==> config.mk <==
export PLATFORM = sky130hd
export DESIGN_NAME = wbps_back
export DESIGN_NICKNAME = d
export VERILOG_FILES = /design/src/hdl/wbps_pkg.sv /design/src/hdl/wbps_back.sv
export SDC_FILE = /design/constraint.sdc
export NUM_CORES = 2
export LEC_CHECK = 0
export BUFFER_PORTS_ARGS = -buffer_cell sky130_fd_sc_hd__buf_2
export CAP_MARGIN = 15
export CORE_UTILIZATION = 50
export CTS_CLUSTER_SIZE = 10
export DETAILED_ROUTE_END_ITERATION = 8
export PLACE_DENSITY = 0.69
export SLEW_MARGIN = 40
export SYNTH_ARGS = -nofsm -noshare
export SYNTH_HDL_FRONTEND = slang
export SYNTH_SLANG_ARGS = --single-unit
export TNS_END_PERCENT = 30
==> constraint.sdc <==
create_clock -name i_clk -period 7.5 [get_ports i_clk]
set_input_delay 0.75 -clock i_clk [delete_from_list [all_inputs] [get_ports i_clk]]
set_output_delay 0.75 -clock i_clk [all_outputs]
set_load 0.02 [all_outputs]
==> src/hdl/wbps_pkg.sv <==
// shared types and constants of the wildcard byte pattern scanner
`default_nettype none

package wbps_pkg;

    localparam logic [7:0] WILDCARD_BYTE = 8'hFF;
    localparam int STORE_SPAN = 256;

    typedef enum logic {
        OP_WRITE = 1'b0,
        OP_SCAN  = 1'b1
    } t_op;

    typedef struct packed {
        logic       func;
        logic [7:0] pattern_index;
        logic [7:0] data_byte;
        logic       first_byte;
        logic       last_byte;
    } t_in_item;

    typedef struct packed {
        logic        found;
        logic [31:0] match_offset;
    } t_out_item;

    typedef struct packed {
        t_op        op;
        logic       idx_ok;
        logic [7:0] pattern_index;
        logic [7:0] data_byte;
        logic       first_byte;
        logic       last_byte;
    } t_cmd;

endpackage

`default_nettype wire

==> src/hdl/wbps_back.sv <==
// back end: pattern store, parallel partial match flags and result register
`default_nettype none

module wbps_back #(
    parameter int MAX_PATTERN = 256
) (
    input  wire                  i_clk,
    input  wire                  i_rst_n,
    input  wire                  i_cmd_valid,
    input  wbps_pkg::t_cmd       i_cmd,
    output logic                 o_pop,
    input  wire  [7:0]           i_len,
    output logic                 o_out_valid,
    input  wire                  i_out_stall,
    output wbps_pkg::t_out_item  o_out_item
);

    localparam int LEN_CAP = (MAX_PATTERN < wbps_pkg::STORE_SPAN) ? MAX_PATTERN
                                                                  : wbps_pkg::STORE_SPAN - 1;

    logic [7:0]             r_store [MAX_PATTERN];
    logic [MAX_PATTERN-1:0] r_flags;
    logic [MAX_PATTERN-1:0] n_flags;
    logic [31:0]            r_count;
    logic [31:0]            n_count;
    logic                   r_rep;
    logic                   n_rep;
    logic                   r_out_valid;
    wbps_pkg::t_out_item    r_out;

    logic                   go;
    logic                   scan;
    logic                   wr;
    logic [7:0]             len_eff;
    logic [MAX_PATTERN-1:0] flags_in;
    logic [MAX_PATTERN-1:0] adv;
    logic [MAX_PATTERN-1:0] hit_sel;
    logic [MAX_PATTERN-1:0] pos_match;
    logic [31:0]            count_in;
    logic                   rep_in;
    logic                   hit;
    logic                   res_valid;
    wbps_pkg::t_out_item    res;

    assign go    = i_cmd_valid && (!r_out_valid || !i_out_stall);
    assign o_pop = go;
    assign scan  = go && (i_cmd.op == wbps_pkg::OP_SCAN);
    assign wr    = go && (i_cmd.op == wbps_pkg::OP_WRITE) && i_cmd.idx_ok;

    assign len_eff = ({24'd0, i_len} > 32'(LEN_CAP)) ? 8'(LEN_CAP) : i_len;

    always_comb begin
        flags_in = i_cmd.first_byte ? '0 : r_flags;
        count_in = i_cmd.first_byte ? 32'd0 : r_count;
        rep_in   = i_cmd.first_byte ? 1'b0 : r_rep;
        for (int j = 0; j < MAX_PATTERN; j++) begin
            pos_match[j] = (r_store[j] == wbps_pkg::WILDCARD_BYTE) ||
                           (r_store[j] == i_cmd.data_byte);
            hit_sel[j]   = ((32'(j) + 32'd1) == {24'd0, len_eff});
        end
        adv[0] = (len_eff != 8'd0) && pos_match[0];
        for (int j = 1; j < MAX_PATTERN; j++) begin
            adv[j] = (32'(j) < {24'd0, len_eff}) && flags_in[j-1] && pos_match[j];
        end
        hit       = !rep_in && (len_eff != 8'd0) && (|(adv & hit_sel));
        res_valid = hit || (i_cmd.last_byte && !rep_in);
        res.found        = hit;
        res.match_offset = hit ? (count_in - {24'd0, len_eff - 8'd1}) : 32'd0;

        if (i_cmd.last_byte) begin
            n_flags = '0;
            n_count = 32'd0;
            n_rep   = 1'b0;
        end else begin
            n_flags = adv;
            n_count = count_in + 32'd1;
            n_rep   = rep_in || hit;
        end
    end

    always_ff @(posedge i_clk) begin
        if (!i_rst_n) begin
            r_flags     <= '0;
            r_count     <= 32'd0;
            r_rep       <= 1'b0;
            r_out_valid <= 1'b0;
        end else begin
            if (scan) begin
                r_flags <= n_flags;
                r_count <= n_count;
                r_rep   <= n_rep;
            end
            if (scan && res_valid) begin
                r_out_valid <= 1'b1;
            end else if (!i_out_stall) begin
                r_out_valid <= 1'b0;
            end
        end
    end

    always_ff @(posedge i_clk) begin
        if (scan && res_valid) begin
            r_out <= res;
        end
        for (int j = 0; j < MAX_PATTERN; j++) begin
            if (wr && ({24'd0, i_cmd.pattern_index} == 32'(j))) begin
                r_store[j] <= i_cmd.data_byte;
            end
        end
    end

    assign o_out_valid = r_out_valid;
    assign o_out_item  = r_out;

    a_last_clears: assert property (@(posedge i_clk) disable iff (!i_rst_n)
        (scan && i_cmd.last_byte) |=> (r_count == 32'd0 && !r_rep && r_flags == '0))
        else $error("region state not cleared after last byte");

    a_hit_marks: assert property (@(posedge i_clk) disable iff (!i_rst_n)
        (scan && hit && !i_cmd.last_byte) |=> r_rep)
        else $error("match not recorded as reported");

    a_miss_zero: assert property (@(posedge i_clk) disable iff (!i_rst_n)
        (r_out_valid && !r_out.found) |-> (r_out.match_offset == 32'd0))
        else $error("not found result with nonzero offset");

    a_result_pop: assert property (@(posedge i_clk) disable iff (!i_rst_n)
        (scan && res_valid) |=> r_out_valid)
        else $error("result lost");

endmodule

`default_nettype wire

======== Yosys cells after proc, flatten, opt, wreduce, memory -nomap -nowiden ========
Memory sizes are Yosys's and may differ from the RTL's.
Cells that the tools add are included.
storage, ports and cells
  register bits after elaboration ......... 321
  RAM bits ................................ 2048
  input bits .............................. 32
  output and inout port bits .............. 35
  word-level logic and storage cells ...... 3864
  memories ................................ 1
memories
  name     depth  width  rd ports  clocked after memory_dff  wr ports  line             text
  r_store  256    8      255       0                         1         wbps_back.sv:21  logic [7:0] r_store [MAX_PATTERN];
operators by class
  $add $sub $neg .......................... 3
  magnitude comparators ................... 254
  equality and inequality tests ........... 1021
  muxes and demuxes ....................... 1285
  bitwise gates (word level) .............. 2
  reduce and logical (&&, ||, !) cells .... 1292
operator list
  kind                  number
  $mux W8               510
  $eq A8 B8 Y1 const B  383
  $eq A8 B8 Y1          255
  $reduce_or A8 Y1      255
  $eq A8 B8 Y1 const A  128
  $lt A8 B8 Y1 const A  127
  $logic_and A1 B1 Y1   773
  $mux W1               771
  $eq A7 B8 Y1 const A  64
  $eq A8 B7 Y1 const B  64
  $lt A7 B8 Y1 const A  64
  $mux W254             2
  $logic_or A1 B1 Y1    258
  $eq A6 B8 Y1 const A  32
  $eq A8 B6 Y1 const B  32
  $lt A6 B8 Y1 const A  32
  $reduce_or A256 Y1    1
  $and A255 B255 Y255   1
  $eq A5 B8 Y1 const A  16
  $eq A8 B5 Y1 const B  16
  $lt A5 B8 Y1 const A  16
  $eq A4 B8 Y1 const A  8
  $eq A8 B4 Y1 const B  8
  $lt A4 B8 Y1 const A  8
  other kinds (18)      33

======== Depth between registers and ports, before layout ========
  depth after elaboration ................. 264
  depth in mapped cells ................... 18
  mapped depth without buffers ............ 16

======== Least setup slack after synthesis ========
No wires, ideal clock.
  kind .................................... input -> register
  start ................................... in i_len[0]
  end ..................................... reg r_out (netlist bit o_out_item[0]), enable pin
  library setup time ...................... 0.436 ns
  data arrival time ....................... 4.661 ns
  data required time ...................... 7.064 ns
  setup slack ............................. 2.403 ns
  cell stages on the path ................. 14
  buffers on the path ..................... 3
  cell sequence ........................... clkbuf_1 > inv_1 > ha_1 > clkbuf_1 > o21ai_1 > clkbuf_1 > o21ai_0 > nor4b_1 > nor4_1 > nand4_1 > nor4_1 > nand4_1 > o31ai_4 > a21oi_1
between the ends
  cells in the longest elaborated chain, start to end .. 8
  elaborated cells between the ends (all ways) .. 1025
  those cells by class .................... order compare (254); eq/ne (255); bitwise (1); reduce/logical (515)
RTL lines
  element                               line              text
  start: declaration                    wbps_back.sv:12   input wire [7:0] i_len,
  $lt A1 B8 Y1 (tied with other cells)  wbps_back.sv:63   adv[j] = (32'(j) < {24'd0, len_eff}) && flags_in[j-1] && pos_match[j];
  $logic_and A1 B1 Y1 (2 in a row)      wbps_back.sv:63
  $and A255 B255 Y255                   wbps_back.sv:65   hit = !rep_in && (len_eff != 8'd0) && (|(adv & hit_sel));
  $reduce_or A256 Y1                    wbps_back.sv:65
  $logic_and A1 B1 Y1 (*)               wbps_back.sv:65
  $logic_or A1 B1 Y1 (*)                wbps_back.sv:66   res_valid = hit || (i_cmd.last_byte && !rep_in);
  $logic_and A1 B1 Y1 (*)               wbps_back.sv:102  if (scan && res_valid) begin
  end signal: assignment                wbps_back.sv:103  r_out <= res;
  end: declaration                      wbps_back.sv:29   wbps_pkg::t_out_item r_out;
Mark *: on every way between the ends. The rest lies on a longest branch, timed or not.
A chain may end at the register's enable or synchronous reset.

======== Worst setup path in the final report ========
  start ................................... in i_len[1]
  end ..................................... reg r_out (netlist bit o_out_item[26]), enable pin
The elaborated chain is that of the path after synthesis.

==> key figures <==
Final layout
  – Layout Nets: 8826
  – Fillers: 17100
  – Syn-to-layout area delta: 12.0%
  – Share of post-route cells with drive strength above 1: 9.32%
  – Commonest non-fill, non-tap cell in the layout: edfxtp_1
  – Most frequent cells in the layout: edfxtp_1 (2073), xnor2_1 (1204), xor2_1 (849)
  – Final non-filler cell total: 11800

Yosys
  – Ys Warns: 0
  – Seq cells post-synth: 2361
  – Synth Flop Type: edfxtp_1
  – Netlist cell types: 79
  – EDFF count, synth: 2073
  – Async SR Flop Fraction: 0%
  – Avg Synthesized Cell Area: 12.9 µm²
  – Mapped Cells: 8502
  – Syn_nets: 8549
  – Post-synthesis sequential area ratio: 62.1%
  – Area of the mapped netlist: 110000 µm²

Route
  – Drt initial violations: 8086
  – DR WL/cell: 32.1 µm
  – Drt first pass iters: 9
  – Routed vias: 74500
  – Final wirelength: 378 mm
  – DRC viols: 2
  – ANT nets after route: 0
  – Mean number of vias per cell: 6.33

Critical path
  – Worst Path Required: 8.08 ns
  – Worst path arrival time: 5.89 ns
  – Crit Path Class: input port to flip-flop
  – Worst setup SP type: input port
  – Endpoint class of the critical path: flip-flop
  – CP max FO: 34

Floorplan
  – Initial core utilization: 50.4%
  – IO Count: 67
  – Row count: 171
  – Die H: 470 µm
  – Die area: 221000 µm²
  – Core Area: 217000 µm²
  – Die Span X: 470 µm

Placed design
  – DP HPWL: 263 mm
  – PortBufs: 66
  – Final weighted congestion in routability-driven placement: 1.11
  – DP Cell Count: 11300

STA
  – Unrepaired setup endpoints after global routing: no
  – Clk_skew: 0.0824 ns
  – Fmax: 189 MHz
  – Final period util: 70.7%
  – Endpoints failing setup: 0
  – Final Slew Violations: 0
  – Post-layout min period: 5.30 ns
  – Post-Route Setup TNS: 0 ns
  – Slew @ Worst Pin: 0.982 ns
  – Hold Fails Final Rpt: 0
  – Rel. slew slack: 33.6%

Clocking
  – CTS Hold Buffers Added: 0
  – TritonCTS clock tree: done
  – Post-CTS Resized: 0
  – Clock transition at path regs: 0.06 ns
  – Clock Latency Late Sink: 0.97 ns
  – Root Driver: clkbuf_16
  – Num CTS Buffers: 293
  – H-tree depth: 5
  – Clock Sinks: 2361
  – Buffer levels on the longest clock path: 4
  – Post-CTS Setup Repair Bufs: 0

GRT
  – M1 GR Usage: 47.1%
  – GRT overflow: 0
  – First-pass GRT wire length: 531 mm
  – Initial antenna violation count: 41
  – Met3 usage: 6.36%
  – GR peak layer: met2
  – Number of global-route vias before repair: 72200
  – All-layer global routing usage: 33.6%
  – Met2 Use GR: 49.7%
  – Largest net degree at the start of global routing: 163

Outcome
  – Violated checks: DRC
  – Outcome: complete, but fails checks

Pwr
  – Max rail drop VDD: 0.000245 V
  – Pwr dens: 232 nW/µm²
  – Leak: 37.4 nW

Run
  – Max-cap viol count: 0

Min path
  – Hold Path Class: input port to flip-flop
==> sequential cells by signal (all words and copies together), names as in the netlist <==
name and count:
o_out_item 33, r_rep 1, r_count 32, o_out_valid 1, r_store 2040, r_flags 254
==> cells by family after synthesis <==
kind of cell,count (synthesis),share of synthesized area (%)
simple gates,2653,13.1
flops,2361,62.1
xor+xnor,2053,16.4
compound gates,955,5.61
buf+inv,465,2.64
fa+ha+maj,15,0.178
==> synth_stat cells (14+ instances only) <==
| master | n | area [µm²] |
|---|---|---|
| nor3_1 | 128 | 641 |
| edfxtp_1 | 2073 | 62200 |
| nand4_1 | 846 | 5290 |
| dfxtp_1 | 288 | 5770 |
| buf_2 | 21 | 105 |
| a31oi_1 | 18 | 113 |
| buf_4 | 146 | 1100 |
| nor2_1 | 546 | 2050 |
| clkbuf_1 | 178 | 668 |
| buf_1 | 14 | 52.6 |
| and2_1 | 86 | 538 |
| a21oi_1 | 237 | 1190 |
| and3_1 | 32 | 200 |
| a211oi_1 | 16 | 120 |
| a21boi_0 | 51 | 383 |
| ha_1 | 14 | 175 |
| a32oi_1 | 31 | 272 |
| nor4_1 | 274 | 1710 |
| buf_6 | 65 | 732 |
| xor2_1 | 849 | 7440 |
| o211ai_1 | 37 | 278 |
| inv_1 | 30 | 113 |
| o211a_1 | 45 | 450 |
| nor4b_1 | 19 | 166 |
| o21ai_0 | 186 | 931 |
| nand2_1 | 326 | 1220 |
| nand2b_1 | 16 | 100 |
| xnor2_1 | 1204 | 10500 |
| a22oi_1 | 81 | 608 |
| o22ai_1 | 160 | 1000 |
| o2111ai_1 | 18 | 158 |
| nand3_1 | 80 | 400 |
| nor2b_1 | 209 | 1310 |
==> worst paths after layout <==
check                       start             end  slack (ns)  cells past startpoint
setup / recovery         i_len[1]  o_out_item[26]        2.20                     16
hold / removal            i_rst_n     r_flags[68]        0.19                      2
setup reg to reg  r_store[1][586]     o_out_valid        3.06                     13
hold reg to reg      r_flags[212]    r_flags[212]        0.46                      2
==> per-layer routing <==
layer  up-vias  part of all wire (%)
met5         -                 0.032
met4        18                   5.9
met3       834                   8.1
met2      3457                    44
met1     37900                    42
li1      32300                     -
==> worst max-delay path, stage by stage <==
cell and delay (ns):
buf_2 0.52, inv_1 0.37, ha_1 0.50, o21ai_2 0.69, buf_4 0.45, o21ai_0 0.24, nor4b_1 0.87, nor4_1 0.25
nand4_1 0.16, nor4_1 0.07, buf_4 0.16, nand4_1 0.16, o31ai_4 0.09, buf_12 0.18, a21oi_4 0.15, buf_12 0.22
==> cell type report <==
class / instances / area (µm²) / share of cell area [%]
multi-input combinational: 5676 / 39100 / 31.8
inverter: 32 / 120 / 0.0979
sequential: 2361 / 68000 / 55.4
clock buffer: 398 / 7950 / 6.47
antenna: 14 / 35.0 / 0.0286
timing repair buffer: 415 / 3760 / 3.06
clock inverter: 20 / 190 / 0.155
tap: 2854 / 3570 / 2.91
==> power by group <==
group          leakage [nW]  total, mW  switching, mW  internal, mW
Combinational          12.5       1.70           1.17         0.525
Clock                  3.95       12.4           5.10          7.33
Sequential             21.0       14.3        0.00548          14.3
==> per-stage QoR <==
stage	hold slack, ns	area [µm²]	total power, mW	util, %	setup WS (ns)
detailed placement	0.454	114000	16.2	52.6	1.67
floorplan	0.436	110000	15.5	-	2.40
CTS	0.155	123000	28.6	56.4	2.61
global placement	0.450	114000	16.2	52.5	1.26
finish	0.194	123000	28.4	56.4	2.20
global route	0.177	123000	29.1	56.4	2.36
Power figures use the tool's default switching activity.
